<file path="src/rtl/qmsd_pkg.sv">
// ----------------------------------------------------------------------------
// qmsd_pkg
// Shared types and constants for the quantized mesh stream decoder.
// ----------------------------------------------------------------------------
package qmsd_pkg;

  localparam int unsigned HeaderBytes = 92;
  localparam int unsigned VcountOfs   = 88;
  localparam logic [31:0] WideLimit   = 32'd65536;
  localparam int unsigned PadBytes    = 2;

  localparam logic [2:0] KIND_U      = 3'd0;
  localparam logic [2:0] KIND_V      = 3'd1;
  localparam logic [2:0] KIND_H      = 3'd2;
  localparam logic [2:0] KIND_INDEX  = 3'd3;
  localparam logic [2:0] KIND_STATUS = 3'd4;

  localparam logic STAT_OK    = 1'b0;
  localparam logic STAT_TRUNC = 1'b1;

  typedef enum logic [7:0] {
    PH_HDR  = 8'b0000_0001,
    PH_U    = 8'b0000_0010,
    PH_V    = 8'b0000_0100,
    PH_H    = 8'b0000_1000,
    PH_PAD  = 8'b0001_0000,
    PH_TCNT = 8'b0010_0000,
    PH_IDX  = 8'b0100_0000,
    PH_DONE = 8'b1000_0000
  } phase_e;

  typedef struct packed {
    phase_e      phase;
    logic [6:0]  cnt;    // byte position in header, word or triangle
    logic [31:0] vtotal;
    logic [31:0] left;   // words left in channel, or triangles left
    logic [23:0] wasm;
    logic [31:0] csum;
    logic [31:0] hwm;
    logic        wide;
    logic [1:0]  ofs;    // bytes consumed mod 4
  } state_t;

  localparam state_t StateReset = '{
    phase:  PH_HDR,
    cnt:    '0,
    vtotal: '0,
    left:   '0,
    wasm:   '0,
    csum:   '0,
    hwm:    '0,
    wide:   1'b0,
    ofs:    '0
  };

  typedef struct packed {
    logic [2:0]  kind;
    logic [31:0] coord;
    logic [31:0] idx;
    logic        stat;
    logic        done;
  } result_t;

endpackage

</file>
<file path="src/rtl/qmsd_step.sv">
// ----------------------------------------------------------------------------
// qmsd_step
// Next-state and result logic for one stream byte.
// ----------------------------------------------------------------------------
module qmsd_step (
  input  qmsd_pkg::state_t  st_i,
  input  logic [7:0]        byte_i,
  input  logic              eod_i,
  output qmsd_pkg::state_t  st_o,
  output logic              res_valid_o,
  output qmsd_pkg::result_t res_o
);

  qmsd_pkg::state_t  nx;
  qmsd_pkg::result_t res;
  logic              rv;
  logic [15:0]       word;
  logic [31:0]       zz;
  logic [31:0]       csum_nx;
  logic [31:0]       left_nx;
  logic [31:0]       vt_nx;
  logic [31:0]       code;
  logic [31:0]       idx_raw;
  logic [31:0]       hwm_inc;
  logic [1:0]        pos;
  logic              last_byte;
  logic [6:0]        cnt_inc;
  logic [6:0]        tri_bytes;
  logic [23:0]       byte_sh;

  always_comb begin
    nx   = st_i;
    res  = '0;
    rv   = 1'b0;
    nx.ofs = st_i.ofs + 2'd1;

    cnt_inc   = st_i.cnt + 7'd1;
    word      = {byte_i, st_i.wasm[7:0]};
    zz        = {17'd0, word[15:1]} ^ {32{word[0]}};
    csum_nx   = st_i.csum + zz;
    left_nx   = st_i.left - 32'd1;
    vt_nx     = st_i.vtotal | ({24'd0, byte_i} << {st_i.cnt[1:0], 3'd0});
    pos       = st_i.cnt[1:0] & (st_i.wide ? 2'd3 : 2'd1);
    last_byte = st_i.wide ? (pos == 2'd3) : (pos == 2'd1);
    byte_sh   = {16'd0, byte_i} << {pos, 3'd0};
    code      = st_i.wide ? {byte_i, st_i.wasm} : {16'd0, byte_i, st_i.wasm[7:0]};
    idx_raw   = st_i.hwm - code;
    hwm_inc   = st_i.hwm + 32'd1;
    tri_bytes = st_i.wide ? 7'd12 : 7'd6;

    case (st_i.phase)
      qmsd_pkg::PH_HDR: begin
        if (st_i.cnt >= 7'(qmsd_pkg::VcountOfs)) begin
          nx.vtotal = vt_nx;
        end
        nx.cnt = cnt_inc;
        if (cnt_inc >= 7'(qmsd_pkg::HeaderBytes)) begin
          nx.wide = (nx.vtotal > qmsd_pkg::WideLimit);
          nx.cnt  = '0;
          nx.wasm = '0;
          if (nx.vtotal == 32'd0) begin
            nx.phase = (nx.wide && nx.ofs != 2'd0) ? qmsd_pkg::PH_PAD
                                                   : qmsd_pkg::PH_TCNT;
          end else begin
            nx.phase = qmsd_pkg::PH_U;
            nx.left  = nx.vtotal;
            nx.csum  = '0;
          end
        end
      end
      qmsd_pkg::PH_U, qmsd_pkg::PH_V, qmsd_pkg::PH_H: begin
        if (st_i.cnt == 7'd0) begin
          nx.wasm = {16'd0, byte_i};
          nx.cnt  = 7'd1;
        end else begin
          rv        = 1'b1;
          res.coord = csum_nx;
          nx.csum   = csum_nx;
          nx.cnt    = '0;
          nx.wasm   = '0;
          nx.left   = left_nx;
          case (st_i.phase)
            qmsd_pkg::PH_U: res.kind = qmsd_pkg::KIND_U;
            qmsd_pkg::PH_V: res.kind = qmsd_pkg::KIND_V;
            default:        res.kind = qmsd_pkg::KIND_H;
          endcase
          if (left_nx == 32'd0) begin
            case (st_i.phase)
              qmsd_pkg::PH_U: begin
                nx.phase = qmsd_pkg::PH_V;
                nx.left  = st_i.vtotal;
                nx.csum  = '0;
              end
              qmsd_pkg::PH_V: begin
                nx.phase = qmsd_pkg::PH_H;
                nx.left  = st_i.vtotal;
                nx.csum  = '0;
              end
              default: begin
                nx.phase = (st_i.wide && nx.ofs != 2'd0) ? qmsd_pkg::PH_PAD
                                                         : qmsd_pkg::PH_TCNT;
              end
            endcase
          end
        end
      end
      qmsd_pkg::PH_PAD: begin
        nx.cnt = cnt_inc;
        if (cnt_inc >= 7'(qmsd_pkg::PadBytes)) begin
          nx.phase = qmsd_pkg::PH_TCNT;
          nx.cnt   = '0;
          nx.wasm  = '0;
        end
      end
      qmsd_pkg::PH_TCNT: begin
        if (st_i.cnt < 7'd3) begin
          nx.wasm = st_i.wasm | ({16'd0, byte_i} << {st_i.cnt[1:0], 3'd0});
          nx.cnt  = cnt_inc;
        end else begin
          nx.cnt  = '0;
          nx.wasm = '0;
          if ({byte_i, st_i.wasm} == 32'd0) begin
            nx.phase = qmsd_pkg::PH_DONE;
            rv       = 1'b1;
            res.kind = qmsd_pkg::KIND_STATUS;
            res.done = 1'b1;
          end else begin
            nx.left  = {byte_i, st_i.wasm};
            nx.hwm   = '0;
            nx.phase = qmsd_pkg::PH_IDX;
          end
        end
      end
      qmsd_pkg::PH_IDX: begin
        nx.cnt = cnt_inc;
        if (!last_byte) begin
          nx.wasm = st_i.wasm | byte_sh;
        end else begin
          rv       = 1'b1;
          res.kind = qmsd_pkg::KIND_INDEX;
          res.idx  = st_i.wide ? idx_raw : {16'd0, idx_raw[15:0]};
          if (code == 32'd0) begin
            nx.hwm = st_i.wide ? hwm_inc : {16'd0, hwm_inc[15:0]};
          end
          nx.wasm = '0;
          if (cnt_inc >= tri_bytes) begin
            nx.cnt  = '0;
            nx.left = left_nx;
            if (left_nx == 32'd0) begin
              nx.phase = qmsd_pkg::PH_DONE;
              res.done = 1'b1;
            end
          end
        end
      end
      default: begin
        // drop bytes after completion
      end
    endcase

    if (eod_i) begin
      if (nx.phase != qmsd_pkg::PH_DONE) begin
        rv       = 1'b1;
        res.kind = qmsd_pkg::KIND_STATUS;
        res.coord = '0;
        res.idx  = '0;
        res.stat = qmsd_pkg::STAT_TRUNC;
        res.done = 1'b1;
      end
      nx = qmsd_pkg::StateReset;
    end
  end

  assign st_o        = nx;
  assign res_valid_o = rv;
  assign res_o       = res;

endmodule

</file>
<file path="src/rtl/quantized_mesh_stream_decoder.sv">
// ----------------------------------------------------------------------------
// quantized_mesh_stream_decoder
// Byte-serial decoder for quantized-mesh terrain tiles: vertex channels with
// zigzag delta decoding and high-water-mark triangle indices.
// ----------------------------------------------------------------------------
//   channel | signals                                  | direction
//   --------+------------------------------------------+----------
//   in      | in_valid_i, in_ready_o, in_byte_i,       | consumer
//           | end_of_data_i                            |
//   out     | out_valid_o, out_ready_i, item_kind_o,   | producer
//           | coord_value_o, index_value_o, status_o,  |
//           | mesh_done_o                              |
//
// One byte is taken per cycle while in_ready_o is high; its result, if any,
// shows on the output register in the cycle after the byte is taken.
// The decode state, the result register and its valid flag are the only storage.
// in_ready_o is high while the result register is empty or being drained,
// so a waiting result stalls the input only when out_ready_i is low.
// Reset returns the decoder to the header phase with no result pending.
// ----------------------------------------------------------------------------
module quantized_mesh_stream_decoder (
  input  logic               clk_i,
  input  logic               rst_ni,
  input  logic               in_valid_i,
  output logic               in_ready_o,
  input  logic [7:0]         in_byte_i,
  input  logic               end_of_data_i,
  output logic               out_valid_o,
  input  logic               out_ready_i,
  output logic [2:0]         item_kind_o,
  output logic signed [31:0] coord_value_o,
  output logic [31:0]        index_value_o,
  output logic               status_o,
  output logic               mesh_done_o
);

  qmsd_pkg::state_t  state_q, state_d;
  qmsd_pkg::result_t res_q, step_res;
  logic              step_rv;
  logic              out_valid_q, out_valid_d;
  logic              in_acc;

  assign in_ready_o = !out_valid_q || out_ready_i;
  assign in_acc     = in_valid_i && in_ready_o;

  qmsd_step u_step (
    .st_i        (state_q),
    .byte_i      (in_byte_i),
    .eod_i       (end_of_data_i),
    .st_o        (state_d),
    .res_valid_o (step_rv),
    .res_o       (step_res)
  );

  always_comb begin
    out_valid_d = out_valid_q;
    if (in_acc) begin
      out_valid_d = step_rv;
    end else if (out_ready_i) begin
      out_valid_d = 1'b0;
    end
  end

  always_ff @(posedge clk_i or negedge rst_ni) begin
    if (!rst_ni) begin
      state_q     <= qmsd_pkg::StateReset;
      out_valid_q <= 1'b0;
    end else begin
      out_valid_q <= out_valid_d;
      if (in_acc) begin
        state_q <= state_d;
      end
    end
  end

  always_ff @(posedge clk_i) begin
    if (in_acc && step_rv) begin
      res_q <= step_res;
    end
  end

  assign out_valid_o   = out_valid_q;
  assign item_kind_o   = res_q.kind;
  assign coord_value_o = res_q.coord;
  assign index_value_o = res_q.idx;
  assign status_o      = res_q.stat;
  assign mesh_done_o   = res_q.done;

  a_trunc_is_final : assert property (@(posedge clk_i) disable iff (!rst_ni)
    out_valid_o && status_o |-> mesh_done_o && item_kind_o == qmsd_pkg::KIND_STATUS)
    else $error("truncation status without final status item");

  a_eod_resets : assert property (@(posedge clk_i) disable iff (!rst_ni)
    in_acc && end_of_data_i |=> state_q.phase == qmsd_pkg::PH_HDR && state_q.cnt == 7'd0)
    else $error("decoder not back in header phase after end of data");

  a_index_no_coord : assert property (@(posedge clk_i) disable iff (!rst_ni)
    out_valid_o && item_kind_o == qmsd_pkg::KIND_INDEX |-> coord_value_o == 32'sd0)
    else $error("index item carries a coordinate");

  a_short_mark : assert property (@(posedge clk_i) disable iff (!rst_ni)
    state_q.phase == qmsd_pkg::PH_IDX && !state_q.wide |-> state_q.hwm[31:16] == 16'd0)
    else $error("short index mark exceeds 16 bits");

endmodule
</file>
<file path="config.mk">
export PLATFORM = sky130hd
export DESIGN_NAME = quantized_mesh_stream_decoder
export DESIGN_NICKNAME = d
export VERILOG_FILES = /design/src/rtl/qmsd_pkg.sv /design/src/rtl/qmsd_step.sv /design/src/rtl/quantized_mesh_stream_decoder.sv
export SDC_FILE = /design/constraint.sdc
export NUM_CORES = 1
export LEC_CHECK = 0
export ABC_AREA = 1
export BUFFER_PORTS_ARGS = -buffer_cell sky130_fd_sc_hd__buf_2
export CAP_MARGIN = 20
export CORE_MARGIN = 4
export CORE_UTILIZATION = 35
export CTS_CLUSTER_DIAMETER = 150
export DETAILED_ROUTE_END_ITERATION = 10
export PLACE_DENSITY = 0.54
export SYNTH_ARGS = -nofsm -noshare
export SYNTH_HDL_FRONTEND = slang
export SYNTH_SLANG_ARGS = --single-unit
</file>
<file path="constraint.sdc">
create_clock -name clk_i -period 7.7 [get_ports clk_i]
set_input_delay 1.54 -clock clk_i [delete_from_list [all_inputs] [get_ports clk_i]]
set_output_delay 1.54 -clock clk_i [all_outputs]
set_load 0.01 [all_outputs]
</file>
# Word level (Yosys, flattened, before mapping)
# Index checks and enable logic that the tools add are counted.
# Widths: inputs -> output; s select.
# totals
output_inout_bits	71
in_bits	13
reg_bits	240
# classes
shifts	3
n_lt_le_gt_ge	6
bitwise	5
eq_ne	19
n_addsub	6
reduce_logical	28
muxes	77
# op_table
operator	n
$mux 32	25
$mux 170	1
$mux 69	2
$logic_not 32->1	4
$pmux 32 s2	2
$pmux 32 s4	1
$pmux 24 s5	1
$mux 88	1
$pmux 15 s5	1
$mux 24	3
$mux 15	4
$mux 8	7
$or 24x24->24	2
$shl 8x5->24	2
$mux 35	1
$add 32x1->32 const B	1
$add 32x32->32	1
$gt 32x17->1 const B	1
$or 32x32->32	1
$shl 8x5->32	1
$sub 32x1->32 const B	1
$sub 32x32->32	1
$xor 15x32->32	1
$pmux 8 s2	1
45 further kinds	78

# Depth between registers and ports, before layout
# logic_depth
ltp_word	14
mapped_depth	26

# Modules after synthesis
# Synthesis repeated with hierarchy kept, for this count alone.
# hier_totals
cells_unflattened	3273
hier_area_um2	21286.7
# by_module_without_submodules
module	cells_per_inst	seq_area_each_um2	area_per_inst_um2	instances
qmsd_step	2460	0.0	12426.9	1
quantized_mesh_stream_decoder	813	6352.3	8859.7	1

# Least setup slack after synthesis
# Ideal clock, no wire load.
# synth_timing
path_type	in2reg
startpoint	input in_byte_i[2]
endpoint	register res_q, in the netlist coord_value_o[0] (enable)
n_path_buf	1
t_required_ns	7.277
arrival_ns	4.589
path_slack_ns	2.688
path_stages	20
cell_sequence	clkbuf_1 inv_1 nor2_1 nand2_1 inv_1 a21oi_1 nand2_1 nor2_1 nand3_1 nor2_1 nand3_1 nor2_1 nor2_1 nand3_1 nor2_2 nand2_2 nand2_8 nand2_1 nand2_1 inv_1
# synth_via
elab_chain_len	14
# synth_lines
element	line	rtl
start: declaration	quantized_mesh_stream_decoder.sv:26	input logic [7:0] in_byte_i,
$shl 8x5->32	qmsd_step.sv:42	vt_nx = st_i.vtotal | ({24'd0, byte_i} << {st_i.cnt[1:0], 3'd0});
$or 32x32->32	qmsd_step.sv:42	
$mux 32	qmsd_step.sv:53	if (st_i.cnt >= 7'(qmsd_pkg::VcountOfs)) begin
$mux 32	qmsd_step.sv:51	case (st_i.phase)
$gt 32x17->1	qmsd_step.sv:58	nx.wide = (nx.vtotal > qmsd_pkg::WideLimit);
$logic_and 1x1->1	qmsd_step.sv:62	nx.phase = (nx.wide && nx.ofs != 2'd0) ? qmsd_pkg::PH_PAD
$mux 6	qmsd_step.sv:62	
$mux 8	qmsd_step.sv:61	if (nx.vtotal == 32'd0) begin
$mux 15	qmsd_step.sv:57	if (cnt_inc >= 7'(qmsd_pkg::HeaderBytes)) begin
$pmux 15 s5	qmsd_step.sv:51	
$ne 8x8->1	qmsd_step.sv:162	if (nx.phase != qmsd_pkg::PH_DONE) begin
$mux 1	qmsd_step.sv:162	
$mux 1 (*)	qmsd_step.sv:161	if (eod_i) begin
$logic_and 1x1->1 (*)	quantized_mesh_stream_decoder.sv:77	if (in_acc && step_rv) begin
end signal: assignment	quantized_mesh_stream_decoder.sv:78	res_q <= step_res;
end: declaration	quantized_mesh_stream_decoder.sv:38	qmsd_pkg::result_t res_q, step_res;
# Mark *: on every way between the ends. The rest lies on a longest branch, timed or not. The select of a mux whose other input is x is not followed.
# A chain may end at the register's enable or synchronous reset.

# Worst setup path in the final report
# layout_timing
startpoint	register state_q[91] (netlist name)
endpoint	register res_q, in the netlist index_value_o[25] (enable)
# layout_via
elab_chain_len	10
# layout_lines
element	line	rtl
start: declaration	quantized_mesh_stream_decoder.sv:37	qmsd_pkg::state_t state_q, state_d;
start signal: assignment	quantized_mesh_stream_decoder.sv:66	state_q <= qmsd_pkg::StateReset;
start signal: assignment	quantized_mesh_stream_decoder.sv:71	state_q <= state_d;
$sub 32x1->32 (*)	qmsd_step.sv:41	left_nx = st_i.left - 32'd1;
$logic_not 32->1 (*)	qmsd_step.sv:87, qmsd_step.sv:149	
$mux 8	qmsd_step.sv:149	if (left_nx == 32'd0) begin
$mux 15	qmsd_step.sv:146	if (cnt_inc >= tri_bytes) begin
$mux 15	qmsd_step.sv:136	if (!last_byte) begin
$pmux 15 s5 (*)	qmsd_step.sv:51	
$ne 8x8->1 (*)	qmsd_step.sv:162	
$mux 1 (*)	qmsd_step.sv:162	
$mux 1 (*)	qmsd_step.sv:161	
$logic_and 1x1->1 (*)	quantized_mesh_stream_decoder.sv:77	
# Mark *: on every way between the ends. The rest lies on a longest branch, timed or not.

==> flow_summary.toml <==
[outcome]
status = "complete, no violations"

[setup_path]
path_max_fanout = 42
cpPeakStageDelay_ps = 660
crit_arrival_ps = 5530
r2r_setup_slack_ps = 2420
crit_required_ps = 7950
end_kind = "flop"
path_buf_inv = 5
crit_path_start_kind = "flop"
worst_path_most_repeated_cell = "nand2_1"
cpLargestDelayFamily = "simple AND/OR/NAND/NOR gates"
crit_type = "flop to flop"
crit_path_top_delay_cell = "inv_2"

[synth]
synth_area_per_cell_um2 = 7.45
yosys-top-cells-area = "dfrtp_1, edfxtp_1, nand2_1, o21ai_0, a21oi_1"
synth_area_mm2 = 0.0172
async_reset_ff_frac = 0.713
synth_ff_type = "dfrtp_1"
synth_cells = 2310
yosysWarningCount = 0
synth_fp_nets = 2396
synth_edf_count = 69
synthDominantCellAreaShare = 0.247
ys_seq_area_frac = 0.369
synth.distinct_cells = 55
synth_seq_cells = 240
synth_top_area_cell = "dfrtp_1"

[global_routing]
busiest_layer = "met2"
antenna_found_initial = 0
use_met2 = 0.369
grt_util_met1 = 0.321
grt_max_degree = 70
gr-total-overflow = 0
grt_pass1_wl_um = 97800
grt_use_total = 0.232
grt_pass1_vias = 16600
grt_use_met3 = 0.0325

[detailed_routing]
detail-route-antenna-nets = 0
drtIter0Drc = 1694
via_count = 16800
drc_errors = 0
wl_per_cell_um = 20.5
wl_um = 62500
first_pass_iters = 6
via_per_inst = 5.53

[clock_tree]
h-tree-depth = 1
clock_latency_ps = 600
cts_made_buffers = 30
postCtsSetupBuffers = 0
cts.root.buffer_cell = "clkbuf_16"
cts_num_sinks = 240
holdBufCountCts = 0
clk_path_buf_depth = 3
cts-resized-gates = 0
cts_tree = "built"
clk_pin_slew_ps = 60

[die]
die-area_mm2 = 0.0528
fp.dieW_um = 230
rows = 80
ios = 84
die_h_um = 230
start_util = 0.357
core_mm2 = 0.0481

[layout]
final_cells = 3046
drive_above_1_share = 0.106
area_delta_synth_final_pct = 12.6
fillCellCount = 4944
post-route-util = 0.402
fin_nets = 2451

[placed_design]
place_inst = 2988
port-buffer-count = 83
gp_congestion = 0.933
dp_hpwl_um = 46700

[timing]
achievable-frequency_mhz = 189
finalCritPeriodShare = 0.686
finalHoldViolations = 0
drv_slew = 0
rsz0062_at_grt = "false"
finalClockSkew_ps = 22.3
setup_viol = 0
finalSetupTns_ps = 0
max_slew_margin = 0.313
min_period_ps = 5280
tightest_slew_ps = 1030

[power_and_ir_drop]
ir_worst_vdd_mv = 0.161
cellPowerDensity_mw_per_mm2 = 186
p_leak_nw = 8.67

[worst_hold_path]
hold_path.class = "flop to flop"

[run]
max_cap_viol_count = 0
-- cell usage in the layout, fill, tap and decap left out, drive strengths merged, types with 2 or more instances in the layout --
cell type and instances:
nand2 474, a211oi 5, nor2 309, bufinv 5, a221oi 10, nand3 91, a21oi 188, clkinv 9
a21boi 20, o41ai 2, fa 2, nand3b 10, nor3 41, buf 105, o32ai 4, o21a 10
o31ai 4, o22ai 23, inv 244, a31oi 16, clkbuf 45, dfrtp 170, clkinvlp 2, edfxtp 69
o211ai 30, o21ai 206, xnor2 32, o21bai 28, o221ai 5, a22oi 9, o2111ai 6, nor4 27
ha 71, nand4 46, a21o 5, xor2 59
-- stage by stage --
| stage | hold WS (ps) | setup WS [ps] | cell area (µm²) | power [mW] |
|---|---|---|---|---|
| after detailed placement | 488 | 2260 | 18200 | 2.05 |
| final | 494 | 2420 | 19400 | 3.61 |
| after CTS | 502 | 2500 | 19300 | 3.63 |
| after floorplan | 459 | 2690 | 17200 | 1.82 |
| after global routing | 512 | 1980 | 19400 | 3.75 |
| after global placement | 476 | 2350 | 18200 | 2.03 |
-- area by class of cell --
| type | count | area [µm²] | share of cell area |
|---|---|---|---|
| Inverter | 249 | 935 | 0.0483 |
| Tap cell | 656 | 821 | 0.0424 |
| Clock inverter | 11 | 196 | 0.0101 |
| Timing Repair Buffer | 105 | 627 | 0.0324 |
| Antenna cell | 1 | 2.50 | 0.000129 |
| Sequential cell | 240 | 6350 | 0.328 |
| Multi-Input combinational cell | 1739 | 9530 | 0.492 |
| Clock buffer | 45 | 897 | 0.0463 |
-- metal layers --
layer,wire (µm),vias up
met4,2740,0
met5,0,-
li1,-,7966
met1,27900,8090
met3,4070,158
met2,27800,619
-- synth_stat cells (5+ instances only) --
master       n
a21o_1       5
buf_6        6
a21boi_0    20
a31oi_1     16
nor3_1      39
o21a_1      10
a22oi_1      9
o21ai_0    200
buf_2       15
a221oi_1    10
nand3b_1    10
nand3_1     91
o21ai_1      6
nor4_1      23
nor2_2      54
a211oi_1     5
inv_1      234
o2111ai_1    6
xnor2_1     32
edfxtp_1    69
nand2_2      7
nor2_1     244
a21oi_1    188
ha_1        71
o22ai_1     23
nand4_1     46
o211ai_1    30
clkbuf_1    57
xor2_1      59
dfrtp_1    170
o21bai_1    28
o221ai_1     5
clkinv_1     5
inv_2       10
nor2_4      11
nand2_1    462
-- power by group --
part / leakage, nW / switching [mW] / internal [mW]
clock: 0.531 / 0.604 / 0.968
sequential: 3.05 / 0.0495 / 1.35
combinational: 5.09 / 0.473 / 0.161
-- flip-flops by register name (all words and copies together), names as in the netlist --
signal and cells:
coord_value_o 32, index_value_o 32, item_kind_o 3, mesh_done_o 1
out_valid_o 1, state_q 170, status_o 1
-- final timing paths --
check                                              end  cells past startpoint                     from
max                        index_value_o[25]$_DFFE_PP_                     25  state_q[91]$_DFFE_PN0P_
max in group asynchronous     state_q[103]$_DFFE_PN0P_                      2                   rst_ni
min                            state_q[50]$_DFFE_PN0P_                      2  state_q[50]$_DFFE_PN0P_
min reg2reg                    state_q[50]$_DFFE_PN0P_                      2  state_q[50]$_DFFE_PN0P_
max reg2reg                index_value_o[25]$_DFFE_PP_                     25  state_q[91]$_DFFE_PN0P_
min in group asynchronous      state_q[50]$_DFFE_PN0P_                      1                   rst_ni
-- tightest hold or removal path, stage by stage, from the launching register on --
cell	delay, ps
dfrtp_1	350
nand2_1	50
o21ai_0	60
-- kinds of logic (layout without fill, tap and decap cells) --
family                   count (synthesis)  after routing  synth area share
AO/OA/AOI/OAI                          573            573             0.192
AND/OR/NAND/NOR                       1002           1002             0.262
buffers and inverters                  331            410            0.0767
adder cells (fa/ha/maj)                 73             73            0.0540
flip-flops                             240            240             0.369
other                                    0              1                 0
XOR/XNOR                                91             91            0.0463
No activity file was read; power rests on OpenSTA's default activity.
